===== src/sv/tlwbc_pkg.sv =====
// ---------------------------------------------------------------------------
// Two-level write-back cache package
// Shared widths, cost register codes and the controller/datapath interface.
// ---------------------------------------------------------------------------
`default_nettype none

package tlwbc_pkg;

	localparam int ADDR_W    = 20;
	localparam int WORD_W    = 32;
	localparam int COST_W    = 16;
	localparam int TIME_W    = 32;
	localparam int CFG_IDX_W = 3;
	localparam int LANE_W    = 64;
	localparam int NUM_COSTS = 6;

	typedef enum logic [CFG_IDX_W-1:0] {
		CFG_L1_RD  = 3'd0,
		CFG_L1_WR  = 3'd1,
		CFG_L2_RD  = 3'd2,
		CFG_L2_WR  = 3'd3,
		CFG_MEM_RD = 3'd4,
		CFG_MEM_WR = 3'd5
	} cost_sel_t;

	localparam logic [COST_W-1:0] COST_RST [NUM_COSTS] =
		'{16'd1, 16'd1, 16'd10, 16'd5, 16'd100, 16'd50};

	typedef enum logic [2:0] {
		CP_NONE,
		CP_L2_TO_MEM,
		CP_MEM_TO_L2,
		CP_L2_TO_BUF,
		CP_L1_TO_L2,
		CP_BUF_TO_L1
	} copy_op_t;

	typedef enum logic [1:0] {
		MW_NONE,
		MW_CLEAN,
		MW_DIRTY
	} meta_wr_t;

	typedef struct packed {
		logic      load;
		logic      clr;
		logic      l1_look;
		logic      l2_look_new;
		logic      l2_look_vic;
		meta_wr_t  l1_meta_wr;
		meta_wr_t  l2_meta_wr;
		copy_op_t  copy_op;
		logic      add_en;
		cost_sel_t add_sel;
		logic      word_rd0;
		logic      word_rd1;
		logic      word_cap;
		logic      word_wr0;
		logic      word_wr1;
		logic      out_load;
	} cmd_t;

	typedef struct packed {
		logic bad;
		logic req_wr;
		logic l1_hit;
		logic l1_vic_dirty;
		logic l2_hit;
		logic l2_vic_dirty;
		logic copy_done;
		logic clr_done;
		logic out_full;
		logic same_word;
	} status_t;

endpackage

`default_nettype wire


===== src/sv/tlwbc_ctrl.sv =====
// ---------------------------------------------------------------------------
// Two-level write-back cache controller
// Sequences lookup, victim write-back, block fills and the word access.
// ---------------------------------------------------------------------------
`default_nettype none

module tlwbc_ctrl (
	input  wire logic                clk,
	input  wire logic                arst_n,
	input  wire logic                in_valid,
	output logic                     in_ready,
	input  wire tlwbc_pkg::status_t  st,
	output tlwbc_pkg::cmd_t          cmd
);
	import tlwbc_pkg::*;

	typedef enum logic [4:0] {
		S_CLEAR,
		S_IDLE,
		S_L1_LOOK,
		S_L1_CHECK,
		S_L2_LOOK_NEW,
		S_L2_LOOK_VIC,
		S_L2_CHECK,
		S_L2_WB,
		S_L2_FILL,
		S_L2_TO_BUF,
		S_L1_TO_L2,
		S_BUF_TO_L1,
		S_WORD_RD0,
		S_WORD_RD1,
		S_WORD_CAP,
		S_WORD_WR0,
		S_WORD_WR1,
		S_FINISH
	} state_t;

	state_t state_q;
	state_t state_d;
	logic   vic_q;
	logic   vic_d;

	assign in_ready = (state_q == S_IDLE);

	always_comb begin
		cmd     = '0;
		state_d = state_q;
		vic_d   = vic_q;
		case (state_q)
			S_CLEAR: begin
				cmd.clr = 1'b1;
				if (st.clr_done) begin
					state_d = S_IDLE;
				end
			end
			S_IDLE: begin
				cmd.load = in_valid;
				if (in_valid) begin
					state_d = S_L1_LOOK;
				end
			end
			S_L1_LOOK: begin
				cmd.l1_look = 1'b1;
				state_d     = S_L1_CHECK;
			end
			S_L1_CHECK: begin
				vic_d = 1'b0;
				if (st.bad) begin
					state_d = S_FINISH;
				end else if (st.l1_hit) begin
					state_d = S_WORD_RD0;
				end else begin
					state_d = S_L2_LOOK_NEW;
				end
			end
			S_L2_LOOK_NEW: begin
				cmd.l2_look_new = 1'b1;
				state_d         = S_L2_CHECK;
			end
			S_L2_LOOK_VIC: begin
				cmd.l2_look_vic = 1'b1;
				state_d         = S_L2_CHECK;
			end
			S_L2_CHECK: begin
				if (st.l2_hit) begin
					state_d = vic_q ? S_L1_TO_L2 : S_L2_TO_BUF;
				end else begin
					cmd.add_en  = 1'b1;
					cmd.add_sel = CFG_MEM_RD;
					if (st.l2_vic_dirty) begin
						state_d = S_L2_WB;
					end else begin
						state_d = vic_q ? S_L1_TO_L2 : S_L2_FILL;
					end
				end
			end
			S_L2_WB: begin
				cmd.copy_op = CP_L2_TO_MEM;
				if (st.copy_done) begin
					cmd.add_en  = 1'b1;
					cmd.add_sel = CFG_MEM_WR;
					state_d     = vic_q ? S_L1_TO_L2 : S_L2_FILL;
				end
			end
			S_L2_FILL: begin
				cmd.copy_op = CP_MEM_TO_L2;
				if (st.copy_done) begin
					cmd.l2_meta_wr = MW_CLEAN;
					state_d        = S_L2_TO_BUF;
				end
			end
			S_L2_TO_BUF: begin
				cmd.copy_op = CP_L2_TO_BUF;
				if (st.copy_done) begin
					cmd.add_en  = 1'b1;
					cmd.add_sel = CFG_L2_RD;
					if (st.l1_vic_dirty) begin
						vic_d   = 1'b1;
						state_d = S_L2_LOOK_VIC;
					end else begin
						state_d = S_BUF_TO_L1;
					end
				end
			end
			S_L1_TO_L2: begin
				cmd.copy_op = CP_L1_TO_L2;
				if (st.copy_done) begin
					cmd.add_en     = 1'b1;
					cmd.add_sel    = CFG_L2_WR;
					cmd.l2_meta_wr = MW_DIRTY;
					state_d        = S_BUF_TO_L1;
				end
			end
			S_BUF_TO_L1: begin
				cmd.copy_op = CP_BUF_TO_L1;
				if (st.copy_done) begin
					cmd.l1_meta_wr = MW_CLEAN;
					state_d        = S_WORD_RD0;
				end
			end
			S_WORD_RD0: begin
				cmd.word_rd0 = 1'b1;
				state_d      = S_WORD_RD1;
			end
			S_WORD_RD1: begin
				cmd.word_rd1 = 1'b1;
				state_d      = S_WORD_CAP;
			end
			S_WORD_CAP: begin
				cmd.word_cap = 1'b1;
				if (st.req_wr) begin
					state_d = S_WORD_WR0;
				end else begin
					cmd.add_en  = 1'b1;
					cmd.add_sel = CFG_L1_RD;
					state_d     = S_FINISH;
				end
			end
			S_WORD_WR0: begin
				cmd.word_wr0 = 1'b1;
				if (st.same_word) begin
					cmd.add_en     = 1'b1;
					cmd.add_sel    = CFG_L1_WR;
					cmd.l1_meta_wr = MW_DIRTY;
					state_d        = S_FINISH;
				end else begin
					state_d = S_WORD_WR1;
				end
			end
			S_WORD_WR1: begin
				cmd.word_wr1   = 1'b1;
				cmd.add_en     = 1'b1;
				cmd.add_sel    = CFG_L1_WR;
				cmd.l1_meta_wr = MW_DIRTY;
				state_d        = S_FINISH;
			end
			S_FINISH: begin
				if (!st.out_full) begin
					cmd.out_load = 1'b1;
					state_d      = S_IDLE;
				end
			end
			default: begin
				state_d = S_IDLE;
			end
		endcase
	end

	always_ff @(posedge clk or negedge arst_n) begin
		if (!arst_n) begin
			state_q <= S_CLEAR;
			vic_q   <= 1'b0;
		end else begin
			state_q <= state_d;
			vic_q   <= vic_d;
		end
	end

	a_accept_moves: assert property (@(posedge clk) disable iff (!arst_n)
		(in_valid && in_ready) |=> !in_ready) else $error("accepted word not taken up");
	a_one_copy: assert property (@(posedge clk) disable iff (!arst_n)
		st.copy_done |-> (cmd.copy_op != CP_NONE)) else $error("stray copy completion");
	a_meta_once: assert property (@(posedge clk) disable iff (!arst_n)
		(cmd.l1_meta_wr != MW_NONE) |=> (cmd.l1_meta_wr == MW_NONE))
		else $error("repeated L1 tag write");

endmodule

`default_nettype wire


===== config.mk =====
export PLATFORM = sky130hd
export DESIGN_NAME = tlwbc_ctrl
export DESIGN_NICKNAME = d
export VERILOG_FILES = /design/src/sv/tlwbc_pkg.sv /design/src/sv/tlwbc_ctrl.sv
export SDC_FILE = /design/constraint.sdc
export NUM_CORES = 1
export LEC_CHECK = 0
export BUFFER_PORTS_ARGS = -buffer_cell sky130_fd_sc_hd__buf_2
export CORE_UTILIZATION = 45
export CTS_CLUSTER_DIAMETER = 150
export DETAILED_ROUTE_END_ITERATION = 8
export PLACE_DENSITY = 0.85
export SKIP_LAST_GASP = 1
export SYNTH_ARGS = -nofsm -noshare
export SYNTH_HDL_FRONTEND = slang
export SYNTH_SLANG_ARGS = --single-unit

===== constraint.sdc =====
create_clock -name clk -period 3.62 [get_ports clk]
set_clock_uncertainty 0.1 [all_clocks]
set_input_delay 0.724 -clock clk [delete_from_list [all_inputs] [get_ports clk]]
set_output_delay 0.724 -clock clk [all_outputs]
set_load 0.02 [all_outputs]

**Word-level counts from Yosys, hierarchy flattened**

Index checks and enable logic that the tools add are counted.

- Register bits after elaboration: 6
- Bits of input ports: 13
- Output and inout port bits: 23
- Word-level logic and storage cells: 79

- Equal/unequal tests: 26
- Multiplexer cells: 46
- Reduce and logical (&&, ||, !) cells: 5

Operator list:

| kind | number |
|---|---|
| 5-bit case mux with 17 select lines | 1 |
| 5-bit two-way mux | 11 |
| 5-bit by 4-bit == test with 1-bit output, second input constant | 8 |
| 4-bit two-way mux | 9 |
| 4-bit case mux with 7 select lines | 1 |
| 5-bit by 3-bit == test with 1-bit output, second input constant | 4 |
| 2-bit != test, second input constant | 9 |
| 1-bit two-way mux | 16 |
| 3-bit case mux with 5 select lines | 1 |
| 5-bit by 2-bit == test with 1-bit output, second input constant | 2 |
| 5-bit == test, second input constant | 2 |
| 2-bit two-way mux | 4 |
| 8-bit AND reduction | 1 |
| 2-bit case mux with 3 select lines | 1 |
| 5-bit by 1-bit == test with 1-bit output, second input constant | 1 |
| 5-bit zero test | 1 |
| 2-bit case mux with 2 select lines | 1 |
| 3-bit AND reduction | 1 |
| 1-bit case mux with 2 select lines | 1 |
| 2-bit nonzero test | 1 |
| 2-bit OR reduction | 1 |

**Longest topological paths before layout**

- Word-level depth: 4
- Gate-level depth with buffers: 7

**Worst setup path before layout**

OpenSTA, ideal clock, no wires.

- Path type: reg-to-output
- From: reg state_q[3]
- To: out cmd[9] (netlist bit)
- Data arrival time: 1.809 ns
- Path slack: 0.987 ns
- Stages on the path, launching flop included: 7
- Path through: dfrtp_1 clkbuf_1 nor2_1 nand2_1 nor3_1 a31oi_1 or4b_1

RTL lines:

| element | line | source |
|---|---|---|
| start: declaration | tlwbc_ctrl.sv:38 | `state_t state_q;` |
| start signal: assignment | tlwbc_ctrl.sv:194 | `state_q <= state_d;` |
| end: declaration | tlwbc_ctrl.sv:13 | `output tlwbc_pkg::cmd_t cmd` |

==> impl_metrics.toml <==
[critical_path]
cp-start-kind = "register"
critPathArrivalTime_ns = 2.28
worst_ep_required_time_ns = 2.80
endpoint_kind = "output port"
reg2reg_depth = 5
ff2ff_setup_slack_ns = 1.23
r2r_end = "state_q[0]$_DFFE_PN0P_"
path_class = "reg -> out"
regToRegStartpoint = "state_q[1]$_DFFE_PN0P_"
crit_fanout = 21

[floorplanning]
ioPinCount = 36
core_area_um2 = 1594
fp.dieArea_um2 = 1970
die_height_um = 44.38
rows = 14
initial_core_util = 0.5071
die_x_um = 44.38

[timing]
slew_violations = 0
fin_crit_ns = 3.104
rsz0062_at_grt = "no"
setup_ws_ns = 0.5160
fmax_mhz = 322.2
holdWs_ns = 0.1953
tightest_slew_ns = 0.6071
finalSetupViolCount = 0
hold_violations = 0
setup_tns_ns = 0
fin_crit_sh = 0.8575
slew_headroom = 0.5953

[clocking]
cts_tree = "done"
path_clk_slew_ns = 0.04
ctsLongestPathBuffers = 2
cts.sinks = 6
cts_setup_buffers = 0
postCtsHoldBufs = 0
cts-buffers-inserted = 3
root_buffer = "clkbuf_4"
h-tree-depth = 1
worst_skew_pair.late_latency_ns = 0.24
cts_resized = 0

[global_route]
met3_usage = 0.07755
use_met2 = 0.3971
grt_busiest_layer = "met1"
grt_pass1_wl_mm = 3.919
grt_use_met1 = 0.4005
grt_max_degree = 23
antenna_found_initial = 0
first_global_vias = 842
grt_usage = 0.2699
grt_overflow = 0

[placement]
port_buffers = 35
gp_congestion = 0.9262
post-place-ws_ns = 0.8130
placed_cell_area_um2 = 962.2
hpwl_mm = 1.815

[routing]
vias_per_cell = 6.029
drt_iter0_drc = 47
ant_nets = 0
post_drt_wl_per_cell_um = 13.91
vias = 1049
dr.pass1.iters = 4
drc_errors = 0
drt-total-wl_mm = 2.421

[yosys]
yosysMostFrequentCell = "nor2_1"
async_flop_share = 1.000
synth_area_um2 = 808.3
synth_area_leaders = "dfrtp_1 19%, nor2_1 9.8%, nor3_1 6.8%, nand2b_1 6.2%, nand2_1 6.0%"
seq_area_frac_synth = 0.1858
ys_types = 37
yosys_warnings = 0
ys.flop_type = "dfrtp_1"
syn_avg_cell_area_um2 = 6.518
synth-seq-cells = 6
synth_edf_count = 0
synth_top_area_cell = "dfrtp_1"
netlist_top_cells_count = "21 x nor2_1, 13 x nand2_1, 11 x nor3_1"
syn_inst = 124
synth_top_area_frac = 0.1858
syn_nets = 137

[finish]
final_area_um2 = 984.7
drive_gt1_frac = 0.2667
n_antenna_cell = 0
fin_nets = 165
area_growth_pct = 21.83
nFillCells = 166
multi_input_area_um2 = 591.8
area.sequential_um2 = 150.1

[power]
p_total_uw = 792.0
pwr-share-seq = 0.266
swShare = 0.5769
peakVddDrop_mv = 0.4500
clockPowerShare = 0.076
leakage_nw = 0.4756
combPwrFrac = 0.658
internal-power_uw = 335.1
power.switching_uw = 456.9
power_density_nw_per_um2 = 804.3

[job]
cap_violations = 0

[min_path]
hold_class = "in -> async"

[run_status]
outcome = "finished, final reports clean"
flip-flops by register name (all words and copies together), names as in the netlist:
signal / count
vic_q: 1
state_q: 5
cell families after synthesis:
kind of cell	share of synthesized area
flops	0.1858
mux	0.02632
simple gates	0.4938
buf+inv	0.08203
compound gates	0.2121
per-stage QoR:
step           utilization  cells
2_1_floorplan            -    124
3_3_place_gp        0.6036    171
3_5_place_dp        0.6036    171
4_1_cts             0.6177    174
5_1_grt             0.6177    174
6_report            0.6177    174
cells in the final DEF, fill, tap and decap left out, types with 3 or more instances in the layout:
cell,Yosys,final
buf_2,5,35
nor2_1,21,21
nand2_1,13,13
nor3_1,11,11
nand2b_1,8,8
dfrtp_1,6,6
nor2b_1,4,4
a21oi_1,4,4
inv_1,4,4
nand3_1,4,4
or3_1,3,3
nand3b_1,3,3
o31ai_1,3,3
clkbuf_4,0,3
power by group through the flow:
stage / registers (mW) / logic [mW] / clock network [mW]
3_5_place_dp: 0.208 / 0.513 / 0
3_3_place_gp: 0.202 / 0.504 / 0
6_report: 0.211 / 0.521 / 0.0602
4_1_cts: 0.208 / 0.516 / 0.0637
5_1_grt: 0.222 / 0.571 / 0.0684
2_1_floorplan: 0.104 / 0.496 / 0
routing by layer:
| layer | wire length [µm] | vias to the layer above |
|---|---|---|
| li1 | - | 499 |
| met1 | 1060 | 493 |
| met2 | 1168 | 57 |
| met3 | 192 | 0 |
| met4 | 0 | 0 |
| met5 | 0 | - |
worst max-delay path by stage:
stage                           start     end  slack (ns)  cells after the start
6_report       state_q[4]$_DFFE_PN0P_  cmd[9]        0.52                      6
5_1_grt        state_q[2]$_DFFE_PN0P_  cmd[9]        0.35                      6
4_1_cts        state_q[2]$_DFFE_PN0P_  cmd[9]        0.55                      6
3_5_place_dp   state_q[2]$_DFFE_PN0P_  cmd[9]        0.81                      6
3_3_place_gp   state_q[2]$_DFFE_PN0P_  cmd[9]        0.82                      6
2_1_floorplan  state_q[3]$_DFFE_PN0P_  cmd[9]        0.99                      6
layout make-up:
class                      count  area share
clock buffer                   3     0.02287
inverter                       4     0.01525
multi-input combinational    102      0.6010
sequential                     6      0.1525
tap                           24     0.03050
timing repair buffer          35      0.1779
worst max-delay path, stage by stage, from the launching register on:
cell,delay (ns)
dfrtp_1,0.72
or3b_1,0.38
nor2_1,0.07
a21oi_1,0.13
nor2_1,0.07
or4b_1,0.49
buf_2,0.17
No activity file was read; power rests on OpenSTA's default activity.
